--- src/rtl/core/lmse_pkg.sv ---
`default_nettype none

package lmse_pkg;

   // rgb to luma weights in unsigned q16, they sum to exactly 1.0
   localparam int unsigned WEIGHT_W = 16;
   localparam logic [WEIGHT_W-1:0] WEIGHT_RED   = 16'd19595;
   localparam logic [WEIGHT_W-1:0] WEIGHT_GREEN = 16'd38470;
   localparam logic [WEIGHT_W-1:0] WEIGHT_BLUE  = 16'd7471;

   // pixel component and product widths
   localparam int unsigned PIXEL_W   = 8;
   localparam int unsigned PRODUCT_W = WEIGHT_W + PIXEL_W;
   localparam int unsigned SQUARE_W  = 2 * PIXEL_W;

   // result field widths
   localparam int unsigned SUM_OUT_W     = 36;
   localparam int unsigned COUNT_OUT_W   = 21;
   localparam int unsigned MSE_W         = 32;
   localparam int unsigned MSE_FRAC_BITS = 16;

endpackage : lmse_pkg

`default_nettype wire

--- src/rtl/core/luma_mse_accumulator.sv ---
`default_nettype none

// Luma mean squared error accumulator. Each pixel transfer carries a
// reference luma byte and an RGB triple; the triple is turned into luma with
// q16 weights and the squared difference, the mismatch count and the pixel
// count are accumulated. A pixel passes through the one shared 16x8
// multiplier (red, green and blue products, then the square) and then an
// accumulate step; once the frame holds 2^PIXEL_COUNT_BITS pixels further
// pixels are dropped and only set the overflow flag, though a last one still
// ends the frame. The last pixel of a frame starts the one-bit-per-cycle
// restoring divider that forms the q16 mean, after which the result is held
// in an output register and the block accepts the next frame while it waits.
module luma_mse_accumulator #(
   parameter int unsigned PIXEL_COUNT_BITS = 20
) (
   input  wire logic                                 clock,
   input  wire logic                                 reset,
   // pixel channel
   input  wire logic                                 req_valid,
   output logic                                      req_stall,
   input  wire logic [lmse_pkg::PIXEL_W-1:0]         req_ref_luma,
   input  wire logic [lmse_pkg::PIXEL_W-1:0]         req_red,
   input  wire logic [lmse_pkg::PIXEL_W-1:0]         req_green,
   input  wire logic [lmse_pkg::PIXEL_W-1:0]         req_blue,
   input  wire logic                                 req_last_pixel,
   // result channel
   output logic                                      rsp_valid,
   input  wire logic                                 rsp_stall,
   output logic [lmse_pkg::SUM_OUT_W-1:0]            rsp_sum_squares,
   output logic [lmse_pkg::COUNT_OUT_W-1:0]          rsp_mismatch_count,
   output logic [lmse_pkg::COUNT_OUT_W-1:0]          rsp_pixels_seen,
   output logic [lmse_pkg::MSE_W-1:0]                rsp_mse_q16,
   output logic                                      rsp_overflow_flag
);

   import lmse_pkg::*;

   localparam int unsigned CNT_W = PIXEL_COUNT_BITS + 1;
   localparam int unsigned SUM_W = PIXEL_COUNT_BITS + SQUARE_W;
   localparam int unsigned DVD_W = SUM_W + MSE_FRAC_BITS;

   typedef enum logic [2:0] {
      S_IDLE,
      S_MUL_G,
      S_MUL_B,
      S_SQUARE,
      S_ACCUM,
      S_DIV_START,
      S_DIV_WAIT,
      S_EMIT
   } state_type;

   state_type              state_ff, state_in;
   logic [PIXEL_W-1:0]     ref_ff, ref_in;
   logic [PIXEL_W-1:0]     green_ff, green_in;
   logic [PIXEL_W-1:0]     blue_ff, blue_in;
   logic                   last_ff, last_in;
   logic [PRODUCT_W-1:0]   luma_acc_ff, luma_acc_in;
   logic [SQUARE_W-1:0]    square_ff, square_in;
   logic [SUM_W-1:0]       sum_acc_ff, sum_acc_in;
   logic [CNT_W-1:0]       mismatch_ff, mismatch_in;
   logic [CNT_W-1:0]       pixel_ff, pixel_in;
   logic                   overflow_ff, overflow_in;

   logic                   rsp_valid_ff, rsp_valid_in;
   logic [SUM_OUT_W-1:0]   rsp_sum_ff, rsp_sum_in;
   logic [COUNT_OUT_W-1:0] rsp_mismatch_ff, rsp_mismatch_in;
   logic [COUNT_OUT_W-1:0] rsp_pixels_ff, rsp_pixels_in;
   logic [MSE_W-1:0]       rsp_mse_ff, rsp_mse_in;
   logic                   rsp_overflow_ff, rsp_overflow_in;

   logic [WEIGHT_W-1:0]    mult_a;
   logic [PIXEL_W-1:0]     mult_b;
   logic [PRODUCT_W-1:0]   mult_out;
   logic [PIXEL_W-1:0]     luma;
   logic [PIXEL_W-1:0]     diff;
   logic                   saturated;
   logic                   out_free;

   logic                   div_start;
   logic                   div_done;
   logic [MSE_W-1:0]       div_quotient;

   // luma and its absolute difference to the reference
   assign luma      = luma_acc_ff[PRODUCT_W-1 -: PIXEL_W];
   assign diff      = (ref_ff >= luma) ? (ref_ff - luma) : (luma - ref_ff);
   assign saturated = pixel_ff[PIXEL_COUNT_BITS];
   assign out_free  = !rsp_valid_ff || !rsp_stall;

   // shared multiplier operand select
   always_comb begin
      case (state_ff)
         S_IDLE: begin
            mult_a = WEIGHT_RED;
            mult_b = req_red;
         end
         S_MUL_G: begin
            mult_a = WEIGHT_GREEN;
            mult_b = green_ff;
         end
         S_MUL_B: begin
            mult_a = WEIGHT_BLUE;
            mult_b = blue_ff;
         end
         S_SQUARE: begin
            mult_a = WEIGHT_W'(diff);
            mult_b = diff;
         end
         default: begin
            mult_a = '0;
            mult_b = '0;
         end
      endcase
   end

   assign mult_out = PRODUCT_W'(mult_a) * PRODUCT_W'(mult_b);

   // sequencer
   always_comb begin
      state_in        = state_ff;
      ref_in          = ref_ff;
      green_in        = green_ff;
      blue_in         = blue_ff;
      last_in         = last_ff;
      luma_acc_in     = luma_acc_ff;
      square_in       = square_ff;
      sum_acc_in      = sum_acc_ff;
      mismatch_in     = mismatch_ff;
      pixel_in        = pixel_ff;
      overflow_in     = overflow_ff;
      rsp_valid_in    = rsp_valid_ff && rsp_stall;
      rsp_sum_in      = rsp_sum_ff;
      rsp_mismatch_in = rsp_mismatch_ff;
      rsp_pixels_in   = rsp_pixels_ff;
      rsp_mse_in      = rsp_mse_ff;
      rsp_overflow_in = rsp_overflow_ff;
      div_start       = 1'b0;
      unique case (state_ff)
         S_IDLE: begin
            if (req_valid) begin
               ref_in      = req_ref_luma;
               green_in    = req_green;
               blue_in     = req_blue;
               last_in     = req_last_pixel;
               luma_acc_in = mult_out;
               if (saturated) begin
                  // frame too long: drop the pixel, flag it
                  overflow_in = 1'b1;
                  state_in    = req_last_pixel ? S_DIV_START : S_IDLE;
               end else begin
                  state_in = S_MUL_G;
               end
            end
         end
         S_MUL_G: begin
            luma_acc_in = luma_acc_ff + mult_out;
            state_in    = S_MUL_B;
         end
         S_MUL_B: begin
            luma_acc_in = luma_acc_ff + mult_out;
            state_in    = S_SQUARE;
         end
         S_SQUARE: begin
            square_in = mult_out[SQUARE_W-1:0];
            state_in  = S_ACCUM;
         end
         S_ACCUM: begin
            sum_acc_in  = sum_acc_ff + SUM_W'(square_ff);
            mismatch_in = mismatch_ff + CNT_W'(square_ff != '0);
            pixel_in    = pixel_ff + 1'b1;
            state_in    = last_ff ? S_DIV_START : S_IDLE;
         end
         S_DIV_START: begin
            div_start = 1'b1;
            state_in  = S_DIV_WAIT;
         end
         S_DIV_WAIT: begin
            if (div_done) begin
               state_in = S_EMIT;
            end
         end
         S_EMIT: begin
            // load the result register and start a fresh frame
            if (out_free) begin
               rsp_valid_in    = 1'b1;
               rsp_sum_in      = SUM_OUT_W'(sum_acc_ff);
               rsp_mismatch_in = COUNT_OUT_W'(mismatch_ff);
               rsp_pixels_in   = COUNT_OUT_W'(pixel_ff);
               rsp_mse_in      = div_quotient;
               rsp_overflow_in = overflow_ff;
               sum_acc_in      = '0;
               mismatch_in     = '0;
               pixel_in        = '0;
               overflow_in     = 1'b0;
               state_in        = S_IDLE;
            end
         end
      endcase
   end

   always_ff @(posedge clock) begin
      if (reset) begin
         state_ff     <= S_IDLE;
         sum_acc_ff   <= '0;
         mismatch_ff  <= '0;
         pixel_ff     <= '0;
         overflow_ff  <= 1'b0;
         rsp_valid_ff <= 1'b0;
      end else begin
         state_ff     <= state_in;
         sum_acc_ff   <= sum_acc_in;
         mismatch_ff  <= mismatch_in;
         pixel_ff     <= pixel_in;
         overflow_ff  <= overflow_in;
         rsp_valid_ff <= rsp_valid_in;
      end
      ref_ff          <= ref_in;
      green_ff        <= green_in;
      blue_ff         <= blue_in;
      last_ff         <= last_in;
      luma_acc_ff     <= luma_acc_in;
      square_ff       <= square_in;
      rsp_sum_ff      <= rsp_sum_in;
      rsp_mismatch_ff <= rsp_mismatch_in;
      rsp_pixels_ff   <= rsp_pixels_in;
      rsp_mse_ff      <= rsp_mse_in;
      rsp_overflow_ff <= rsp_overflow_in;
   end

   // q16 mean: (sum << 16) / pixel count
   lmse_divider #(
      .DIVIDEND_W (DVD_W),
      .DIVISOR_W  (CNT_W),
      .QUOT_W     (MSE_W)
   ) u_divider (
      .clock    (clock),
      .reset    (reset),
      .start    (div_start),
      .dividend ({sum_acc_ff, MSE_FRAC_BITS'(0)}),
      .divisor  (pixel_ff),
      .done     (div_done),
      .quotient (div_quotient)
   );

   assign req_stall          = (state_ff != S_IDLE);
   assign rsp_valid          = rsp_valid_ff;
   assign rsp_sum_squares    = rsp_sum_ff;
   assign rsp_mismatch_count = rsp_mismatch_ff;
   assign rsp_pixels_seen    = rsp_pixels_ff;
   assign rsp_mse_q16        = rsp_mse_ff;
   assign rsp_overflow_flag  = rsp_overflow_ff;

endmodule : luma_mse_accumulator

`default_nettype wire

--- src/rtl/core/lmse_divider.sv ---
`default_nettype none

module lmse_divider #(
   parameter int unsigned DIVIDEND_W = 52,
   parameter int unsigned DIVISOR_W  = 21,
   parameter int unsigned QUOT_W     = 32
) (
   input  wire logic                  clock,
   input  wire logic                  reset,
   input  wire logic                  start,
   input  wire logic [DIVIDEND_W-1:0] dividend,
   input  wire logic [DIVISOR_W-1:0]  divisor,
   output logic                       done,
   output logic [QUOT_W-1:0]          quotient
);

   localparam int unsigned STEP_W = $clog2(DIVIDEND_W);

   logic                  busy_ff, busy_in;
   logic                  done_ff, done_in;
   logic [STEP_W-1:0]     step_ff, step_in;
   logic [DIVIDEND_W-1:0] dvd_ff, dvd_in;
   logic [DIVISOR_W-1:0]  rem_ff, rem_in;
   logic [QUOT_W-1:0]     quot_ff, quot_in;

   logic [DIVISOR_W:0]    trial;
   logic [DIVISOR_W:0]    trial_diff;
   logic                  fits;

   // one restoring step: shift in the next dividend bit, try a subtract
   assign trial      = {rem_ff, dvd_ff[DIVIDEND_W-1]};
   assign trial_diff = trial - {1'b0, divisor};
   assign fits       = (trial >= {1'b0, divisor});

   always_comb begin
      busy_in = busy_ff;
      done_in = 1'b0;
      step_in = step_ff;
      dvd_in  = dvd_ff;
      rem_in  = rem_ff;
      quot_in = quot_ff;
      if (start) begin
         busy_in = 1'b1;
         step_in = STEP_W'(DIVIDEND_W - 1);
         dvd_in  = dividend;
         rem_in  = '0;
         quot_in = '0;
      end else if (busy_ff) begin
         rem_in  = fits ? trial_diff[DIVISOR_W-1:0] : trial[DIVISOR_W-1:0];
         dvd_in  = {dvd_ff[DIVIDEND_W-2:0], 1'b0};
         quot_in = {quot_ff[QUOT_W-2:0], fits};
         if (step_ff == '0) begin
            busy_in = 1'b0;
            done_in = 1'b1;
         end else begin
            step_in = step_ff - 1'b1;
         end
      end
   end

   always_ff @(posedge clock) begin
      if (reset) begin
         busy_ff <= 1'b0;
         done_ff <= 1'b0;
      end else begin
         busy_ff <= busy_in;
         done_ff <= done_in;
      end
      step_ff <= step_in;
      dvd_ff  <= dvd_in;
      rem_ff  <= rem_in;
      quot_ff <= quot_in;
   end

   assign done     = done_ff;
   assign quotient = quot_ff;

endmodule : lmse_divider

`default_nettype wire
--- config.mk ---
export PLATFORM = sky130hd
export DESIGN_NAME = luma_mse_accumulator
export DESIGN_NICKNAME = d
export VERILOG_FILES = /design/src/rtl/core/lmse_pkg.sv /design/src/rtl/core/luma_mse_accumulator.sv /design/src/rtl/core/lmse_divider.sv
export SDC_FILE = /design/constraint.sdc
export NUM_CORES = 1
export LEC_CHECK = 0
export ABC_AREA = 1
export BUFFER_PORTS_ARGS = -buffer_cell sky130_fd_sc_hd__buf_4
export CAP_MARGIN = 30
export CORE_ASPECT_RATIO = 1.25
export CORE_UTILIZATION = 27
export DETAILED_ROUTE_END_ITERATION = 8
export HOLD_SLACK_MARGIN = 0.15
export PLACE_DENSITY_LB_ADDON = 0.25
export SYNTH_ARGS = -nofsm -noshare
export SYNTH_HDL_FRONTEND = slang
export SYNTH_SLANG_ARGS = --single-unit
--- constraint.sdc ---
create_clock -name clock -period 6.7 [get_ports clock]
set_input_delay 0.335 -clock clock [delete_from_list [all_inputs] [get_ports clock]]
set_output_delay 0.335 -clock clock [all_outputs]
set_load 0.005 [all_outputs]
==> Word level (Yosys, flattened, before mapping) <==
Cells that the tools add are included.
{ "totals": {"ff_bits": 356, "inputBits": 37, "romBits": 0, "latch_bits": 0, "mem_count": 0, "out_inout_bits": 113, "mem_bits_rw": 0, "wordCells": 99} }
{ "op_classes": {"bitwise": 2, "n_div": 0, "shift": 0, "n_addsub": 8, "reduce_logical": 21, "magnitude_cmp": 2, "eq_ne": 11, "n_mul": 1, "muxes": 31} }
{ "ops": {"columns": ["cell", "n"], "rows": [
  ["2-to-1 mux 52 bit", 2],
  ["case mux 21 bit (2 select lines)", 2],
  ["case mux 36 bit (2 select lines)", 1],
  ["case mux 16 bit (4 select lines)", 1],
  ["case mux 24 bit (2 select lines)", 1],
  ["2-to-1 mux 21 bit", 2],
  ["adder 36 x 16 -> 36 bit", 1],
  ["2-to-1 mux 36 bit", 1],
  ["case mux 8 bit (4 select lines)", 1],
  ["adder 24 bit", 1],
  ["multiplier 16 x 8 -> 24 bit", 1],
  ["2-to-1 mux 24 bit", 1],
  ["case mux 3 bit (8 select lines)", 1],
  [">= comparator 22 x 21 -> 1 bit", 1],
  ["adder 21 x 1 -> 21 bit", 1],
  ["adder 21 x 1 -> 21 bit, second input constant", 1],
  ["subtractor 21 bit", 1],
  ["2-to-1 mux 3 bit", 6],
  ["nonzero test 16 bit", 1],
  ["subtractor 8 bit", 2],
  ["equality test 3 bit, second input constant", 4],
  ["2-to-1 mux 1 bit", 10],
  ["AND reduction 2 bit", 5],
  [">= comparator 8 bit", 1],
  ["other kinds (19)", 27]
]} }

==> Logic depth before layout (Yosys ltp) <==
Gate-level depths: netlist of the first run.
{ "logic_depth": {"ltp_word": 6, "mapped_depth": 46, "mapped_depth_nobuf": 46} }

==> Modules after synthesis <==
Synthesis of the first run repeated with hierarchy kept, for this count alone.
{ "hier_totals": {"hier_cells": 2929, "hier_area_um2": 23317.4} }
{ "modules_own_cells": {"columns": ["mod", "n_inst", "area_per_inst_um2", "cells_each", "seq_area_each_um2"], "rows": [
  ["luma_mse_accumulator", 1, 17222.8, 2087, 6946.7],
  ["lmse_divider", 1, 6094.6, 842, 2782.7]
]} }

==> Worst setup path before layout of the first run <==
Ideal clock, no wire load.
{ "synth_timing": {"path_kind": "register -> register", "startpoint": "reg ref_ff[0]", "endpoint": "reg luma_acc_ff[23], data pin", "period_less_slack_ps": 6953, "arrival_time_ps": 6700, "required_time_ps": 6447, "n_path_buf": 0, "path_stages_with_launch": 41, "setup_slack_ps": -253, "setup_ps": 253, "path_cell_list": "edfxtp_1 > inv_1 > ha_1 > inv_1 > fa_1 > nand3_1 > nand3_2 > o21ai_1 > nand2_2 > inv_1 > nand2_1 > nand3_2 > nand2_2 > nand2_1 > inv_1 > fa_1 > inv_1 > fa_1 > [5 not listed] > ha_1 > nand2_1 > o21ai_0 > nor2_1 > o21ai_0 > nand2_1 > nand2_1 > nand2_1 > and2_1 > ha_1 > a21oi_1 > nand2_1 > a21oi_1 > nand3_1 > nand2_1 > nand3_1 > nor2_1 > nor2_1"} }
{ "synth_via": {"elab_chain_len": 6, "word_cells_on_any_way": 10, "classes_between": "add/sub (3); mul (1); order compare (1); mux (5)"} }
{ "synth_rtl": {"columns": ["element", "line_no", "text"], "rows": [
  ["from (decl)", "luma_mse_accumulator.sv:54", "logic [PIXEL_W-1:0] ref_ff, ref_in;"],
  ["from (signal assigned)", "luma_mse_accumulator.sv:217", "ref_ff <= ref_in;"],
  ["subtractor 8 bit / >= comparator 8 bit (equally long branches)", "luma_mse_accumulator.sv:86", "assign diff = (ref_ff >= luma) ? (ref_ff - luma) : (luma - ref_ff);"],
  ["2-to-1 mux 8 bit *", "luma_mse_accumulator.sv:86", null],
  ["case mux 16 bit (4 select lines) / case mux 8 bit (4 select lines) (equally long branches)", "luma_mse_accumulator.sv:92", "case (state_ff)"],
  ["multiplier 16 x 8 -> 24 bit *", "luma_mse_accumulator.sv:116", "assign mult_out = PRODUCT_W'(mult_a) * PRODUCT_W'(mult_b);"],
  ["adder 24 bit / 2-to-1 mux 24 bit (equally long branches)", "luma_mse_accumulator.sv:156, luma_mse_accumulator.sv:160, luma_mse_accumulator.sv:140", null],
  ["case mux 24 bit (2 select lines) *", "luma_mse_accumulator.sv:138", "unique case (state_ff)"],
  ["named net luma_acc_in[23]", "luma_mse_accumulator.sv:58", "logic [PRODUCT_W-1:0] luma_acc_ff, luma_acc_in;"],
  ["to (signal assigned)", "luma_mse_accumulator.sv:221", "luma_acc_ff <= luma_acc_in;"],
  ["to (decl)", "luma_mse_accumulator.sv:58", null]
]} }
Mark *: on every way through the listed nets, which the timed path passes. The rest lies on a longest branch. The select of a mux whose other input is x is not followed.
A chain may end at the register's enable or synchronous reset.

==> Final worst setup path of the first run <==
{ "layout_timing": {"startpoint": "reg luma_acc_ff[16]", "endpoint": "reg luma_acc_ff[17], data pin"} }
{ "layout_via": {"elab_chain_len": 6, "word_cells_on_any_way": 10, "classes_between": "add/sub (3); mul (1); order compare (1); mux (5)"} }
{ "layout_rtl": {"columns": ["element", "line_no", "text"], "rows": [
  ["subtractor 8 bit / >= comparator 8 bit (equally long branches)", "luma_mse_accumulator.sv:86", null],
  ["2-to-1 mux 8 bit *", "luma_mse_accumulator.sv:86", null],
  ["case mux 16 bit (4 select lines) / case mux 8 bit (4 select lines) (equally long branches)", "luma_mse_accumulator.sv:92", null],
  ["multiplier 16 x 8 -> 24 bit *", "luma_mse_accumulator.sv:116", null],
  ["named net mult_out[12]", "luma_mse_accumulator.sv:74", "logic [PRODUCT_W-1:0] mult_out;"],
  ["adder 24 bit *", "luma_mse_accumulator.sv:156, luma_mse_accumulator.sv:160", null],
  ["case mux 24 bit (2 select lines) *", "luma_mse_accumulator.sv:138", null],
  ["named net luma_acc_in[17]", "luma_mse_accumulator.sv:58", null]
]} }
Marked as above.

==> results of run 1 <==
-- routing by layer --
metal / part of all wire, % / GRT usage [%] / up-vias / wire [microns]
li1: - / - / 9898 / -
met1: 44 / 19.2 / 8950 / 29000
met2: 50 / 27.8 / 321 / 33300
met3: 3.4 / 1.92 / 87 / 2260
met4: 2.7 / 4.59 / 0 / 1770
met5: 0 / 0 / - / 0
-- repair_timing --
| item | 4_1_cts | 5_1_grt |
|---|---|---|
| buffers inserted | 20 | 4 |
| endpoints found under the hold margin | 26 | 0 |
| resized for setup | 201 | 64 |
| endpoints found under the setup margin | 17 | 17 |
| pin swaps | 84 | 25 |
| gates cloned | 1 | 0 |
| hold buffers | 26 | 0 |
-- critical path, delay by kind of cell (launching register included) --
| kind | cells | cell delay (ns) |
|---|---|---|
| AOI/OAI and AO/OA | 4 | 0.75 |
| adders and majority gates | 8 | 3.24 |
| buffers and inverters | 7 | 0.48 |
| DFF | 1 | 0.43 |
| and+or+nand+nor | 18 | 1.84 |
-- through the flow --
step / utilization (%) / hold WS (ns) / instance area (sq um)
detailed placement: 32.2 / 0.415 / 26400
global route: 35.9 / 0.233 / 29400
floorplan: - / 0.408 / 22500
global placement: 32.2 / 0.414 / 26400
finish: 35.9 / 0.216 / 29400
CTS: 35.6 / 0.169 / 29200
-- layout make-up --
type	count	area, sq um	share of cell area, %
Tap cell	1071	1340	4.56
Multi-Input combinational cell	1935	12500	42.4
Clock buffer	51	1090	3.72
Timing Repair Buffer	412	3210	10.9
Sequential cell	356	9250	31.4
Inverter	462	1740	5.91
Clock inverter	25	315	1.07
-- sequential cells by signal, indices dropped and copies added, names as in the netlist, 24 cells and up --
name	cells
luma_acc_ff	24
rsp_sum_squares	36
u_divider.quotient	32
u_divider.dvd_ff	36
rsp_mse_q16	32
sum_acc_ff	36
-- worst paths after layout --
path,from,endpoint,slack [ns],cells after the start
hold reg to reg,sum_acc_ff[35],rsp_sum_squares[35],0.43,0
hold / removal,reset,state_ff[0],0.22,2
setup / recovery,luma_acc_ff[16],luma_acc_ff[17],-0.29,37
setup reg to reg,luma_acc_ff[16],luma_acc_ff[17],-0.29,37
-- cell usage after synthesis, drive strengths merged --
cell / count
a21oi: 174
buf: 30
xnor2: 9
and2b: 1
dfxtp: 144
nand4: 47
xor2: 32
o211ai: 3
a31oi: 3
a211oi: 8
ha: 133
fa: 81
nand3b: 14
o21bai: 14
a21o: 3
o21a: 6
nor4: 11
nor3b: 4
or2: 9
clkbuf: 19
clkinv: 1
and2: 15
a22oi: 31
o21ai: 107
o22ai: 2
edfxtp: 212
nand3: 173
inv: 461
nand2: 784
nor2: 219
nor3: 51
-- kinds of logic (layout without fill, tap and decap cells) --
family                     Yosys count  after routing  share of synthesized area (%)
AOI/OAI and AO/OA                  351            351                           8.58
xor gates and xnor gates            41             41                           1.60
adders and majority gates          214            214                           14.6
and+or+nand+nor                   1328           1329                           25.3
DFF                                356            356                           41.1
buffers and inverters              511            950                           8.77
==> reports/metrics.csv, run 1 <==
stage,metric,value,unit
route,firstDrtPassIters,5,
route,detail-route-antenna-nets,0,
synthesis,ys_seq_elements,356,
cts,clock_sinks,356,
sta,clock.fmax,143,MHz
route,routed_wirelength,66300,microns
place,dp_hpwl,51500,microns
sta,hold_viol,0,
sta,slew_violations,0,
synthesis,synthCells,2801,
setup_path,worstSetupPathType,reg -> reg,
route,via_count,19300,
setup_path,cpMostUsedCell,inv_2,
route,post_drt_wl_per_cell,15.4,microns
die,design.core.area,82000,sq um
synthesis,yosysSeqAreaShare,41.1,%
place,port_buffers,149,
setup_path,max_stage_delay,0.57,ns
die,die_x,260,microns
status,violations,negative setup slack,
die,die_h,325,microns
route,first_iter_violations,1142,
cts,cts_inserted_buffers,41,
synthesis,syn_avg_cell_area,8.03,sq um
place,dp.cells,4186,
setup_path,cp_max_fo,5,
global_route,gr-usage-all-layers,15.5,%
cells_and_area,drive_gt1_share,21.6,%
job,maxCapViolCount,0,
synthesis,yosysTopAreaCell,edfxtp_1,
setup_path,cpMaxStageDelayCell,fa_1,
cells_and_area,final_common_cell,nand2_1,
setup_path,cp.required,7.04,ns
sta,period_needed,6.99,ns
place,pre_cts_ws,-0.743,ns
cells_and_area,fin_nets,3459,
die,initial_core_util,27.4,%
synthesis,syn_nets,3052,
status,status,finished with violations,
cts,clockBufferDepth,3,
synthesis,synth.cell_area,22500,sq um
route,drc_errors,0,
global_route,grt_antenna_before_repair,0,
die,io_pins,150,
place,gp_congestion,0.912,
synthesis,synthTopCellsByArea,"edfxtp_1, nand2_1, dfxtp_1",
synthesis,yosys.area.top_type_share,28.3,%
global_route,grt_max_degree,64,
cts,cts_tree,built,
setup_path,crit_arrival,7.33,ns
cts,clk_pin_slew,0.06,ns
sta,period_share,104,%
route,vias_per_cell,4.47,
cts,htreeDepth,2,
global_route,grt_pass1_wl,104000,microns
synthesis,ys.warnings.count,0,
die,fp.dieArea,84400,sq um
cts,root_buffer,clkbuf_16,
synthesis,yosysUniqueCellTypes,45,
sta,worst_slack,-0.294,ns
cts,clk_latency,0.59,ns
sta,worst_pin_slew,0.922,ns
global_route,grt_pass1_vias,19100,
global_route,gr-total-overflow,0,
die,rows,117,
sta,tns,-2.12,ns
cells_and_area,antenna-diode-count,0,
sta,finalSetupViolCount,13,
cells_and_area,fin_cells,4312,
setup_path,critPathLaunchType,flop,
sta,slew-limit-headroom,38.4,%
cells_and_area,syn2layout_area_growth,30.8,%
sta,skew,0.0297,ns
worst_hold_path,worstHoldPathType,in -> reg,
setup_path,endpoint_kind,flop,
cells_and_area,n_fill_cell,8527,
sta,rsz0062_at_grt,yes,
cells_and_area,mostFrequentLayoutCells,"nand2_1, inv_1, buf_4",
Power of run 1 is not shown: default switching activity piles up to over one toggle a cycle in this logic, so the estimate is an artifact.
==> inputs of run 2 (changes only) <==
--- a/config.mk
+++ b/config.mk
@@ -5,11 +5,11 @@
 export SDC_FILE = /design/constraint.sdc
 export NUM_CORES = 1
 export LEC_CHECK = 0
-export ABC_AREA = 1
+export ABC_AREA = 0
 export BUFFER_PORTS_ARGS = -buffer_cell sky130_fd_sc_hd__buf_4
 export CAP_MARGIN = 30
 export CORE_ASPECT_RATIO = 1.25
-export CORE_UTILIZATION = 27
+export CORE_UTILIZATION = 40
 export DETAILED_ROUTE_END_ITERATION = 8
 export HOLD_SLACK_MARGIN = 0.15
 export PLACE_DENSITY_LB_ADDON = 0.25
==> constraint.sdc (replaced) <==
create_clock -name clock -period 6.63 [get_ports clock]
set_input_delay 0.3315 -clock clock [delete_from_list [all_inputs] [get_ports clock]]
set_output_delay 0.3315 -clock clock [all_outputs]
set_load 0.005 [all_outputs]
==> reports/metrics.csv, run 2 <==
stage,metric,value,unit
setup_path,crit_arrival,8.55,ns
sta,rsz0062_at_grt,yes,
place,port_buffers,149,
setup_path,cpMostUsedCell,inv_2,
cells_and_area,mostFrequentLayoutCells,"buf_4, nand2_1, edfxtp_1",
cells_and_area,final_common_cell,buf_4,
worst_hold_path,worstHoldPathType,in -> reg,
sta,slew-limit-headroom,35.4,%
sta,clock.fmax,121,MHz
sta,period_share,124,%
synthesis,syn_nets,2247,
synthesis,yosysTopAreaCell,edfxtp_1,
cells_and_area,fin_nets,2670,
route,first_iter_violations,605,
synthesis,synth_edf_count,212,
job,maxCapViolCount,0,
sta,skew,0.0312,ns
setup_path,max_stage_delay,0.58,ns
global_route,gr-total-overflow,0,
place,gp_congestion,0.933,
global_route,grt_antenna_before_repair,0,
global_route,grt_pass1_wl,82200,microns
cts,clk_latency,0.57,ns
global_route,grt_pass1_vias,15900,
route,post_drt_wl_per_cell,16.9,microns
route,routed_wirelength,52300,microns
setup_path,cpMaxStageDelayCell,fa_2,
synthesis,async_reset_ff_share,0,%
sta,hold_viol,0,
synthesis,synthCells,1996,
route,detail-route-antenna-nets,0,
synthesis,synth.cell_area,20300,sq um
synthesis,yosys.area.top_type_share,31.4,%
synthesis,yosysSeqAreaShare,45.6,%
synthesis,ys_seq_elements,356,
status,violations,negative setup slack,
global_route,gr-usage-all-layers,20.3,%
route,via_count,15700,
die,die_x,203,microns
sta,finalSetupViolCount,17,
die,design.core.area,49800,sq um
cts,clk_pin_slew,0.06,ns
die,rows,91,
synthesis,synth_commonest_cells,"nand2_1, nor2_1, edfxtp_1, inv_1, dfxtp_1",
route,drc_errors,0,
die,die_h,254,microns
cells_and_area,fin_cells,3099,
die,io_pins,150,
route,firstDrtPassIters,5,
setup_path,path_buf_inv,9,
setup_path,cp_max_fo,7,
cts,clock_sinks,356,
synthesis,ys.warnings.count,0,
cts,root_buffer,clkbuf_16,
die,fp.dieArea,51600,sq um
synthesis,yosysUniqueCellTypes,69,
setup_path,critPathTopFamily,adder cells,
sta,tns,-17.95,ns
status,status,finished with violations,
cells_and_area,drive_gt1_share,27.7,%
cells_and_area,syn2layout_area_growth,32.4,%
synthesis,ys.flop_type,edfxtp_1,
cells_and_area,n_fill_cell,4320,
cells_and_area,antenna-diode-count,0,
cts,cts_inserted_buffers,38,
place,dp_hpwl,39400,microns
cts,clockBufferDepth,3,
synthesis,synthTopCellsByArea,"edfxtp_1, dfxtp_1, ha_1",
sta,slew_violations,0,
synthesis,synth.most_common_cell,nand2_1,
route,vias_per_cell,5.08,
cts,cts_tree,built,
setup_path,endpoint_kind,flop,
setup_path,worstSetupPathType,reg -> reg,
place,dp.cells,2961,
global_route,grt_max_degree,75,
synthesis,syn_avg_cell_area,10.2,sq um
cts,htreeDepth,2,
setup_path,cp.required,6.93,ns
sta,period_needed,8.25,ns
die,initial_core_util,40.8,%
setup_path,critPathLaunchType,flop,
sta,worst_slack,-1.62,ns
sta,worst_pin_slew,0.968,ns
-- run 2: tightest hold or removal path, cell delays in order --
cell	delay, ns
buf_4	0.08
nand2_1	0.17
o211ai_1	0.17
-- run 2: cell families (layout without fill, tap and decap cells) --
logic type / count (synthesis) / after routing / synth area share (%)
multiplexers: 56 / 56 / 2.80
AND/OR/NAND/NOR: 672 / 672 / 15.0
adder cells (fa/ha/maj): 214 / 214 / 16.2
buffers and inverters: 228 / 680 / 4.29
AO/OA/AOI/OAI: 347 / 347 / 10.8
XOR/XNOR: 123 / 123 / 5.31
flip-flops: 356 / 356 / 45.6
-- run 2: worst paths after layout --
| path | slack [ns] | start | depth (start not counted) | endpoint |
|---|---|---|---|---|
| worst min-delay path | 0.33 | req_red[0] | 3 | luma_acc_ff[0] |
| worst max-delay path | -1.62 | luma_acc_ff[16] | 39 | luma_acc_ff[23] |
| worst max register to register | -1.62 | luma_acc_ff[16] | 39 | luma_acc_ff[23] |
| worst min register to register | 0.43 | overflow_ff | 0 | rsp_overflow_flag |
-- run 2: layer usage --
metal | vias up | track usage (%) | wire, microns
li1 | 7750 | - | -
met1 | 7593 | 22.7 | 20900
met2 | 290 | 37.7 | 27300
met3 | 106 | 2.85 | 1620
met4 | 0 | 9.41 | 2410
met5 | - | 0 | 0
-- run 2: area by class of cell --
cell class | count | area, sq um | area share (%)
clock inverters | 20 | 263 | 0.979
repair buffers | 444 | 3530 | 13.2
well taps | 651 | 815 | 3.03
flip-flops and latches | 356 | 9250 | 34.5
multi-input cells | 1412 | 11300 | 42.0
inverters | 167 | 629 | 2.34
clock buffers | 49 | 1080 | 4.04
-- run 2: stage by stage --
step           hold WS (ns)  util, %  area, sq um  setup slack [ns]
4_1_cts               0.317     52.8        26300             -1.77
3_5_place_dp          0.416     47.8        23800             -1.91
6_report              0.334     54.0        26800             -1.62
3_3_place_gp          0.418     47.8        23800             -1.79
5_1_grt               0.334     54.0        26800             -1.96
2_1_floorplan         0.408        -        20400             -1.24
-- run 2: repair_timing --
action	4_1_cts	5_1_grt
gates resized for setup	133	93
setup endpoints to repair	20	26
hold buffers	28	0
pin swaps	70	66
hold endpoints to repair	31	0
buffers inserted	22	23
Power of run 2 is left out for the same reason.
